===== src/hw/rtl/lhp_div.sv =====
// Restoring divider, 64-bit dividend by 32-bit divisor, one quotient bit a cycle.
module lhp_div (
   input  logic        clock,
   input  logic        reset,
   input  logic        start,
   input  logic [63:0] dividend,
   input  logic [31:0] divisor,
   output logic        done,
   output logic [63:0] quotient
);
   logic [32:0] rem_ff, rem_in;
   logic [63:0] quo_ff, quo_in;
   logic [6:0]  cnt_ff, cnt_in;
   logic        busy_ff, busy_in;
   logic        done_ff, done_in;
   logic [32:0] trial;

   always_comb begin
      rem_in  = rem_ff;
      quo_in  = quo_ff;
      cnt_in  = cnt_ff;
      busy_in = busy_ff;
      done_in = 1'b0;
      trial   = {rem_ff[31:0], quo_ff[63]};
      if (start) begin
         rem_in  = '0;
         quo_in  = dividend;
         cnt_in  = '0;
         busy_in = 1'b1;
      end else if (busy_ff) begin
         if (trial >= {1'b0, divisor}) begin
            rem_in = trial - {1'b0, divisor};
            quo_in = {quo_ff[62:0], 1'b1};
         end else begin
            rem_in = trial;
            quo_in = {quo_ff[62:0], 1'b0};
         end
         cnt_in = cnt_ff + 7'd1;
         if (cnt_ff == 7'd63) begin
            busy_in = 1'b0;
            done_in = 1'b1;
         end
      end
   end

   always_ff @(posedge clock) begin
      rem_ff <= rem_in;
      quo_ff <= quo_in;
      cnt_ff <= cnt_in;
      if (reset) begin
         busy_ff <= 1'b0;
         done_ff <= 1'b0;
      end else begin
         busy_ff <= busy_in;
         done_ff <= done_in;
      end
   end

   assign done     = done_ff;
   assign quotient = quo_ff;

endmodule


===== config.mk =====
export PLATFORM = sky130hd
export DESIGN_NAME = lhp_div
export DESIGN_NICKNAME = d
export VERILOG_FILES = /design/src/hw/rtl/lhp_div.sv
export SDC_FILE = /design/constraint.sdc
export NUM_CORES = 1
export LEC_CHECK = 0
export ABC_AREA = 0
export ABC_CLOCK_PERIOD_IN_PS = 4500
export BUFFER_PORTS_ARGS = -buffer_cell sky130_fd_sc_hd__clkbuf_2
export CORE_AREA = 4 4 123 125
export DETAILED_ROUTE_END_ITERATION = 12
export DIE_AREA = 0 0 127 129
export HOLD_SLACK_MARGIN = 0.08
export PLACE_DENSITY = 0.68
export SETUP_SLACK_MARGIN = 0.02
export SLEW_MARGIN = 40
export SYNTH_ARGS = -nofsm -noshare
export SYNTH_HDL_FRONTEND = slang
export SYNTH_SLANG_ARGS = --single-unit
export TNS_END_PERCENT = 50

===== constraint.sdc =====
create_clock -name clock -period 4.5 [get_ports clock]
set_input_delay 0.9 -clock clock [delete_from_list [all_inputs] [get_ports clock]]
set_output_delay 0.9 -clock clock [all_outputs]
set_load 0.03 [all_outputs]

# Word level (Yosys, flattened, before mapping)
# Index checks and enable logic that the tools add are counted.
[classes] add_sub_neg=2 magnitude_cmp=1 div=0 reduce_logical=2 bitwise_logic=1 n_eq_ne=1 mux=8 n_mul=0 shifts=0
[ops] cell="two-way mux 64 bit" count=2
[ops] cell="greater-or-equal comparator 33 x 32 -> 1 bit" count=1
[ops] cell="two-way mux 32 bit" count=1
[ops] cell="subtractor 32 bit" count=1
[ops] cell="adder 7 x 1 -> 7 bit, second input constant" count=1
[ops] cell="== test 7 x 6 -> 1 bit, second input constant" count=1
[ops] cell="two-way mux 1 bit" count=5
[ops] cell="OR reduction 3 bit" count=1
[ops] cell="nonzero test 2 bit" count=1
[ops] cell="inverter 1 bit" count=1
[word_totals] inputBits=99 word_cells=20 ff_bits=105 ramBits=0 rom_bits=0 latch_bits=0 n_memories=0

# Logic depth before layout (Yosys ltp)
# Gate-level depths: netlist of run 1.
[depth] word_depth=4 ltp_mapped=15

# Worst setup path after synthesis of run 1
# Ideal clock, no wire load.
[synth_timing] path_type="in2reg" startpoint="input divisor[15]" endpoint="register rem_ff[30]" stages=13 arrival_time_ps=3078 setup_ps=86 slack_ps=1336 n_path_buf=1 cell_sequence="inv_1 > ha_1 > clkbuf_1 > a21oi_1 > o21ai_1 > a311oi_1 > o21ai_1 > a211oi_1 > o31ai_1 > a21oi_1 > xnor2_1 > mux2i_1 > a211oi_1"
[synth_via] elab_chain_len=2
[synth_rtl] item="from (decl)" line_no="7" rtl="input logic [31:0] divisor,"
[synth_rtl] item="subtractor 32 bit / greater-or-equal comparator 33 x 32 -> 1 bit (equally long branches)" line_no="32, 31"
[synth_rtl] item="two-way mux 32 bit (*)" line_no="31" rtl="if (trial >= {1'b0, divisor}) begin"
[synth_rtl] item="to (signal assigned)" line_no="47" rtl="rem_ff <= rem_in;"
[synth_rtl] item="to (decl)" line_no="11" rtl="logic [32:0] rem_ff, rem_in;"
# Every way passes the cells marked *; elsewhere a longest branch is shown, timed or not.
# A chain may end at the register's enable or synchronous reset.

# Worst setup path after layout of run 1
[layout_timing] startpoint="input divisor[6]" endpoint="register rem_ff[4]"
[layout_via] elab_chain_len=2
[layout_rtl] item="greater-or-equal comparator 33 x 32 -> 1 bit" line_no="31"
[layout_rtl] item="two-way mux 32 bit" line_no="31"
# No other way between the ends.

==> qor.txt, run 1 <==
Status -> completed
Core Rows -> 43
Sink Count -> 105
Worst slew margin -> 0.529
Top FF cell, synth -> edfxtp_1
Routed Antenna Nets -> 0
Hold endpoint -> done
Yosys top cell by area -> edfxtp_1
Count of cell types in the netlist -> 44
Crit path max-delay family -> simple AND/OR/NAND/NOR gates
Critical R2R Capture -> rem_ff[4]
Vias per cell -> 5.35
Critical path class -> in2reg
Slowest stage cell, crit path -> buf_4
Vias -> 4974
Post-route insts no fill -> 929
Core area -> 13900 um2
Wirelength per Cell -> 15.8 um
Die H -> 129 um
R2r setup slk -> 1.40 ns
Worst R2R Start -> rem_ff[7]
Clock buffer depth -> 2
Area grow syn2layout -> 19.7%
Async SR Flop Fraction -> 0
Final Cell Area -> 7450 um2
Worst slack, placed -> 0.745 ns
Number of global-route vias before repair -> 4958
Lkg Pwr -> 3.22 nW
Worst EP arrival -> 3.61 ns
Max Clock Freq -> 0.292 GHz
Synth Cell Area -> 6230 um2
Synth Net Count -> 728
Die Wd -> 127 um
Nets -> 877
Number of buffers created by CTS -> 9
Routability congestion estimate -> 0.882
Final setup vio count -> 0
First-pass GRT wire length -> 23.8 mm
Skew final -> 0.00983 ns
Crit share post-route -> 0.761
CTS Hold Bufs -> 0
Max Cap Viol -> 0
Post-layout min period -> 3.43 ns
Critical Path Max Stage Delay -> 0.43 ns
Critical Path RT -> 4.69 ns
I/O Pins -> 164
Final Hold Vio Count -> 0
Ratio of cells with drive above 1 in the final layout -> 0.338
First drt pass iteration count -> 4
Endpoint type of the worst setup path -> register
Initial detailed-routing violation count -> 314
Largest net degree at the start of global routing -> 72
CTS tree -> built
Syn. warnings -> 0
Post-CTS setup buffer count -> 0
Worst-Margin Slew -> 0.707 ns
Crit-path most repeated cell -> nor4_1
IO buf count -> 163
# diodes -> 0
Dominant cells by area after synthesis -> edfxtp_1, dfxtp_1, mux2_2
FF+latch count, synth -> 105
Root Buffer -> clkbuf_16
Clk slew on worst S/H paths -> 0.07 ns
Drt drc -> 0
Peak supply drop -> 0.161 mV
HP Class -> reg2reg
CTS H-tree lvls -> 3
Mean Syn Cell Area -> 10.5 um2
CP Cell Sequence -> clkbuf_2 > inv_1 > ha_1 > and4_1 > nand4_1 > nor4_1 > nand2_1 > nor4_1 > nor3_1 > a32oi_4 > buf_4 > mux2i_1 > a211oi_1
Post-synthesis sequential area ratio -> 0.440
Cells on Worst Hold Path -> 1
Die area -> 16400 um2
Starting Density -> 0.449
TNS Setup -> 0 ns
Worst path bufs/invs -> 3
Area after DPL -> 7150 um2
Worst min-delay path startpoint -> cnt_ff[6]
RSZ-0062 raised after global routing -> false
Worst R2R Path Depth -> 11
Highest-count cells in the layout ignoring fill and taps -> clkbuf_2, edfxtp_1, mux2_2, nor2_1, inv_1
Max Transition Viols Final -> 0
Power per cell area -> 367 nW/um2
Startpoint types -> input pin
Post-synth EDFFs -> 64
GR Util All Layers -> 0.177
Post_cts resized -> 0
Gr ovfl total -> 0
Total Routed Length -> 14.7 mm
Top-area cell type share of the netlist area -> 0.309
Most common cell after layout, fill and taps aside -> clkbuf_2
Skew-Pair Late Insertion Delay -> 0.35 ns
PnR worst setup slack -> 1.07 ns
Initial antenna violation count -> 0
Post-Synthesis Cells -> 595
DPL Wire Length -> 11.2 mm
CP max FO -> 27
Dpl cells -> 913
Yosys cell counts, types with 7 or more instances:
cell type and n:
edfxtp_1 64, mux2_2 63, nor2_1 57, inv_1 42, dfxtp_1 41, a21oi_1 39
ha_1 33, a211oi_1 32, mux2i_1 31, nand2_1 29, clkbuf_1 23, xnor2_1 21
nand4_1 12, o21ai_0 12, xor2_1 12, a21o_1 8, o21a_1 7
per-layer routing:
metal  track usage  part of all wire
met1         0.233              0.46
met2         0.298              0.47
met3        0.0278             0.060
met4        0.0599             0.017
met5             0                 0
power breakdown:
group / internal [mW] / switching (mW)
Clock: 0.438 / 0.368
Sequential: 1.13 / 0.0572
Combinational: 0.301 / 0.441
Total: 1.87 / 0.866
registers in the layout, summed over array words and instances, names as in the netlist:
name / flops
busy_ff: 1
cnt_ff: 7
done: 1
quotient: 64
rem_ff: 32
kinds of logic after synthesis:
logic type      count (synthesis)  synth area share
compound gates                126             0.132
xor+xnor                       33            0.0464
fa+ha+maj                      34            0.0695
buf+inv                        73            0.0534
flops                         105             0.440
mux                            94             0.164
simple gates                  130            0.0946
worst max-delay path by stage:
| stage | startpoint | end | cells after the start |
|---|---|---|---|
| after CTS | divisor[6] | rem_ff[4] | 13 |
| after detailed placement | divisor[6] | rem_ff[4] | 13 |
| after global placement | divisor[8] | rem_ff[12] | 13 |
| after floorplan | divisor[15] | rem_ff[30] | 13 |
| after global routing | divisor[6] | rem_ff[0] | 14 |
| final | divisor[6] | rem_ff[4] | 13 |
stage by stage:
stage | util | hold WS [ns] | power [mW]
after floorplan | - | 0.434 | 1.76
after global placement | 0.515 | 0.451 | 1.93
after detailed placement | 0.515 | 0.458 | 1.95
after CTS | 0.537 | 0.468 | 2.76
after global routing | 0.537 | 0.500 | 2.87
final | 0.537 | 0.462 | 2.73
final cells by class:
class,count,area [um2]
Clock buffer,9,225
Inverter,43,161
Multi-Input combinational cell,417,3170
Tap cell,180,225
Fill cell,1220,6430
Timing Repair Buffer,168,856
Clock inverter,7,76.3
Sequential cell,105,2740
Power figures use the tool's default switching activity.
==> run 2, diff against run 1 <==
--- a/config.mk
+++ b/config.mk
@@ -5,14 +5,14 @@
 export SDC_FILE = /design/constraint.sdc
 export NUM_CORES = 1
 export LEC_CHECK = 0
-export ABC_AREA = 0
-export ABC_CLOCK_PERIOD_IN_PS = 4500
+export ABC_AREA = 1
+export ABC_CLOCK_PERIOD_IN_PS = 2900
 export BUFFER_PORTS_ARGS = -buffer_cell sky130_fd_sc_hd__clkbuf_2
-export CORE_AREA = 4 4 123 125
+export CORE_AREA = 4 4 132 134
 export DETAILED_ROUTE_END_ITERATION = 12
-export DIE_AREA = 0 0 127 129
+export DIE_AREA = 0 0 136 138
 export HOLD_SLACK_MARGIN = 0.08
-export PLACE_DENSITY = 0.68
+export PLACE_DENSITY = 0.7
 export SETUP_SLACK_MARGIN = 0.02
 export SLEW_MARGIN = 40
 export SYNTH_ARGS = -nofsm -noshare
==> constraint.sdc (replaced) <==
create_clock -name clock -period 2.9 [get_ports clock]
set_input_delay 0.58 -clock clock [delete_from_list [all_inputs] [get_ports clock]]
set_output_delay 0.58 -clock clock [all_outputs]
set_load 0.03 [all_outputs]
==> qor.txt, run 2 <==
Status -> completed
Switching part of the total -> 0.308
Die Wd -> 136 um
Count leader, synth -> nand2_1
GR Util All Layers -> 0.211
Synth Net Count -> 1235
IO buf count -> 163
Gr ovfl total -> 0
Post_cts resized -> 0
Worst R2R Start -> quotient[63]
Wirelength per Cell -> 13.4 um
Skew final -> 0.0148 ns
Die area -> 18800 um2
# diodes -> 0
Area after DPL -> 8290 um2
Net switching power -> 1.16 mW
Mean Syn Cell Area -> 6.58 um2
First-pass GRT wire length -> 32.3 mm
Critical R2R Capture -> rem_ff[24]
Routed Antenna Nets -> 0
Critical Path Max Stage Delay -> 0.42 ns
Synth Cell Area -> 7250 um2
Peak supply drop -> 0.335 mV
I/O Pins -> 164
Worst path bufs/invs -> 2
Ratio of cells with drive above 1 in the final layout -> 0.167
Final total power -> 3.77 mW
Clock buffer depth -> 2
Max Clock Freq -> 0.431 GHz
CTS Hold Bufs -> 0
TNS Setup -> 0 ns
Initial detailed-routing violation count -> 479
Vias per cell -> 4.79
Dominant cells by area after synthesis -> edfxtp_1, nand2_1, dfxtp_1
Worst EP arrival -> 2.58 ns
Drt drc -> 0
RSZ-0062 raised after global routing -> false
Sink Count -> 105
Final Cell Area -> 8610 um2
R2r setup slk -> 0.58 ns
Routability congestion estimate -> 0.977
First drt pass iteration count -> 5
Crit-path most repeated cell -> nand2_1
Number of global-route vias before repair -> 6434
Nets -> 1389
Highest-count cells in the layout ignoring fill and taps -> nand2_1, inv_1, clkbuf_2, nand3_1, edfxtp_1
Post-Synthesis Cells -> 1102
FF+latch count, synth -> 105
Critical Path RT -> 3.16 ns
Final setup vio count -> 0
Logic gate share of total power -> 0.182
CP Cell Sequence -> inv_1 > ha_1 > fa_1 > inv_1 > nand3_1 > nand3_1 > nand2_1 > nand2_1 > nand2_1 > nand3_1 > nand2_1 > nand2_1 > nand2_1 > nand3_1 > nand2_1
Crit path max-delay family -> simple AND/OR/NAND/NOR gates
Critical path class -> reg2reg
Most common cell after layout, fill and taps aside -> nand2_1
PnR worst setup slack -> 0.577 ns
Post-CTS setup buffer count -> 0
Yosys top cell by area -> edfxtp_1
Worst slew margin -> 0.538
Int Pwr -> 2.61 mW
Top FF cell, synth -> edfxtp_1
Worst slack, placed -> 0.273 ns
Core area -> 16300 um2
Seq pwr share -> 0.466
CTS H-tree lvls -> 3
Clk slew on worst S/H paths -> 0.08 ns
Top cells by count, synth -> nand2_1, inv_1, nand3_1, edfxtp_1, nor2_1
Area grow syn2layout -> 18.6%
Worst min-delay path startpoint -> reset
DPL Wire Length -> 15.4 mm
Worst-Margin Slew -> 0.694 ns
HP Class -> in2reg
CP max FO -> 4
Largest net degree at the start of global routing -> 69
Hold endpoint -> done
Top-area cell type share of the netlist area -> 0.265
Die H -> 138 um
Cells on Worst Hold Path -> 2
Endpoint type of the worst setup path -> register
Post-synthesis sequential area ratio -> 0.378
Count of cell types in the netlist -> 36
Number of buffers created by CTS -> 9
Slowest stage cell, crit path -> fa_1
Vias -> 7091
Final core utilization -> 0.528
Final Hold Vio Count -> 0
Max Transition Viols Final -> 0
Worst R2R Path Depth -> 15
Syn. warnings -> 0
Lkg Pwr -> 4.85 nW
Post-synth EDFFs -> 64
Max Cap Viol -> 0
Crit share post-route -> 0.801
Skew-Pair Late Insertion Delay -> 0.37 ns
Starting Density -> 0.445
Root Buffer -> clkbuf_16
Post-layout min period -> 2.32 ns
Power per cell area -> 438 nW/um2
Largest register FFs -> 64
Startpoint types -> register
Initial antenna violation count -> 0
Core Rows -> 47
Clock power share -> 0.352
CTS tree -> built
Total Routed Length -> 19.9 mm
Async SR Flop Fraction -> 0
-- run 2: cell types whose count changed after synthesis, moves of 11 or more --
cell / delta
mux2_2: -63
nand3b_1: +15
inv_1: +135
a211oi_1: -32
nand3_1: +78
nand2_1: +479
nor2_1: -13
mux2i_1: -31
xor2_1: -11
a21oi_1: -16
-- run 2: cell families after synthesis --
kind of cell               after synthesis  share of synthesized area
adders and majority gates               34                     0.0597
buffers and inverters                  213                      0.116
DFF                                    105                      0.378
xor gates and xnor gates                14                     0.0169
AOI/OAI and AO/OA                       47                     0.0348
and+or+nand+nor                        689                      0.395
-- run 2: cell type report --
class,instances,area (um2)
multi-input combinational,784,3670
tap,220,275
inverter,183,687
fill,1667,7680
clock inverter,6,86.3
sequential,105,2740
timing repair buffer,173,916
clock buffer,10,229
-- run 2: worst max-delay path by stage --
stage | slack [ns] | cells past startpoint | endpoint | from
global route | 0.35 | 15 | rem_ff[24] | quotient[63]
finish | 0.58 | 15 | rem_ff[24] | quotient[63]
global placement | 0.30 | 18 | rem_ff[28] | divisor[8]
floorplan | 0.61 | 4 | quotient[0] | start
CTS | 0.58 | 15 | rem_ff[24] | quotient[63]
detailed placement | 0.27 | 14 | rem_ff[1] | divisor[4]
-- run 2: per-stage QoR --
stage          cells  hold slack [ns]
6_report        1481            0.402
5_1_grt         1481            0.406
4_1_cts         1481            0.393
3_5_place_dp    1465            0.456
3_3_place_gp    1465            0.457
2_1_floorplan   1102            0.443
-- run 2: per-layer routing --
layer,part of all wire,vias up,track usage
met1,0.46,3145,0.288
met5,0,-,0
met4,0.028,0,0.0801
met3,0.069,31,0.0371
li1,-,3705,-
met2,0.44,210,0.333
-- run 2: power groups by stage --
stage                     registers [mW]  clock network, mW  logic [mW]
after floorplan                     1.98                  0       0.257
after global placement              1.79                  0       0.685
after detailed placement            1.79                  0       0.687
after CTS                           1.76               1.34       0.690
after global routing                1.77               1.41       0.749
final                               1.76               1.33       0.686
==> run 3, diff against run 2 <==
--- a/config.mk
+++ b/config.mk
@@ -6,7 +6,7 @@
 export NUM_CORES = 1
 export LEC_CHECK = 0
 export ABC_AREA = 1
-export ABC_CLOCK_PERIOD_IN_PS = 2900
+export ABC_CLOCK_PERIOD_IN_PS = 1900
 export BUFFER_PORTS_ARGS = -buffer_cell sky130_fd_sc_hd__clkbuf_2
 export CORE_AREA = 4 4 132 134
 export DETAILED_ROUTE_END_ITERATION = 12
==> constraint.sdc (replaced) <==
create_clock -name clock -period 1.9 [get_ports clock]
set_input_delay 0.38 -clock clock [delete_from_list [all_inputs] [get_ports clock]]
set_output_delay 0.38 -clock clock [all_outputs]
set_load 0.03 [all_outputs]
==> qor.txt, run 3 (synthesized netlist as in run 2, its figures left out) <==
Peak supply drop -> 0.435 mV
Final total power -> 5.85 mW
Die Wd -> 136 um
Highest-count cells in the layout ignoring fill and taps -> nand2_1, inv_1, clkbuf_2, buf_4, edfxtp_1
Skew-Pair Late Insertion Delay -> 0.36 ns
Setup crit start -> rem_ff[3]
Critical path class -> reg2reg
DPL Wire Length -> 16.4 mm
Number of global-route vias before repair -> 7438
Routability congestion estimate -> 0.909
Worst R2R Start -> rem_ff[3]
Core area -> 16300 um2
Skew final -> 0.0127 ns
Core Rows -> 47
I/O Pins -> 164
Status -> finished with violations
GR Util All Layers -> 0.235
Die area -> 18800 um2
First drt pass iteration count -> 7
Starting Density -> 0.445
HP Class -> in2reg
Sink Count -> 105
RSZ-0062 raised after global routing -> true
CP max FO -> 5
Final setup vio count -> 32
Final Hold Vio Count -> 0
Final core utilization -> 0.669
Gr ovfl total -> 0
Area grow syn2layout -> 50.1%
Root Buffer -> clkbuf_16
Vias per cell -> 4.82
PnR worst setup slack -> -0.144 ns
Endpoint type of the worst setup path -> register
Routed Antenna Nets -> 0
# diodes -> 0
Critical R2R Capture -> rem_ff[23]
Post-route insts no fill -> 1646
Clk slew on worst S/H paths -> 0.08 ns
Most common cell after layout, fill and taps aside -> nand2_1
Power per cell area -> 537 nW/um2
Largest net degree at the start of global routing -> 64
Vias -> 7931
Number of buffers created by CTS -> 9
IO buf count -> 163
Critical Path RT -> 2.16 ns
Drt drc -> 0
Lkg Pwr -> 5.90 nW
Die H -> 138 um
R2r setup slk -> -0.14 ns
Dpl cells -> 1605
CTS Hold Bufs -> 0
Initial detailed-routing violation count -> 534
Largest register FFs -> 64
Failing checks -> negative setup slack
Worst R2R Path Depth -> 15
CTS tree -> built
Post-layout min period -> 2.04 ns
Max Transition Viols Final -> 0
Wirelength per Cell -> 13.9 um
Worst slew margin -> 0.590
Total Routed Length -> 22.9 mm
First-pass GRT wire length -> 35.9 mm
Ratio of cells with drive above 1 in the final layout -> 0.389
CTS H-tree lvls -> 3
Clock buffer depth -> 2
Worst EP arrival -> 2.30 ns
Critical Path Sink -> rem_ff[23]
Nets -> 1554
Initial antenna violation count -> 0
Crit share post-route -> 1.08
Max Clock Freq -> 0.489 GHz
Max Cap Viol -> 0
Startpoint types -> register
Worst-Margin Slew -> 0.616 ns
run 3: changes by cell type in the layout (fill, tap and decap cells not counted), sizes merged:
cell,delta
bufinv,-1
clkinvlp,+1
buf,+164
clkbuf,+1
clkinv,-2
inv,+2
run 3: per-stage QoR:
stage | hold WS, ns | worst slack, ns | setup TNS [ns] | instance area [um2]
2_1_floorplan | 0.443 | -0.162 | -1.82 | 7260
3_3_place_gp | 0.460 | -0.388 | -12.10 | 9410
3_5_place_dp | 0.459 | -0.413 | -12.59 | 9410
4_1_cts | 0.195 | -0.102 | -2.19 | 10400
5_1_grt | 0.207 | -0.240 | -6.56 | 10900
6_report | 0.207 | -0.144 | -3.15 | 10900
run 3: routing by layer:
metal  GRT usage  wire [um]  up-vias
li1            -          -     4051
met1       0.312      10100     3603
met2       0.395      10900      232
met3      0.0367       1360       45
met4      0.0706        529        0
met5           0          0        -
run 3: timing repair:
action	CTS	global route
setup endpoints to repair	33	33
buffers inserted	11	11
gates resized for setup	101	113
gates cloned	2	1
pin swaps	26	43
run 3: critical path, cell delays in order (launching register included):
cell and delay (ns):
dfxtp_2 0.34, ha_4 0.30, nand2_2 0.06, nor2_1 0.11, buf_4 0.14, nand2_2 0.05
nor2_2 0.12, nand2_2 0.08, nor2_4 0.13, nor2_4 0.07, nand2_8 0.10, buf_6 0.12
clkbuf_16 0.16, nand2_2 0.06, nand3_2 0.05, nand2_1 0.05
run 3: how the worst min path moves through the flow:
stage                     from          to  slack (ns)  depth (start not counted)
finish                   reset        done        0.21                          2
global route             reset        done        0.21                          2
CTS                      reset        done        0.20                          2
detailed placement  rem_ff[10]  rem_ff[10]        0.46                          2
global placement     cnt_ff[1]   cnt_ff[1]        0.46                          2
floorplan           rem_ff[10]  rem_ff[10]        0.44                          2
run 3: cell type report:
| cell class | count | area (um2) |
|---|---|---|
| clock inverters | 6 | 58.8 |
| clock buffers | 10 | 229 |
| flip-flops and latches | 105 | 2780 |
| multi-input cells | 784 | 4550 |
| inverters | 183 | 688 |
| repair buffers | 338 | 2310 |
| well taps | 220 | 275 |
| fillers | 1373 | 5400 |
run 3: report_power, final:
group	internal, mW	total, mW	switching (mW)
sequential	2.60	2.68	0.0774
combinational	0.487	1.31	0.825
clock	0.918	1.86	0.942
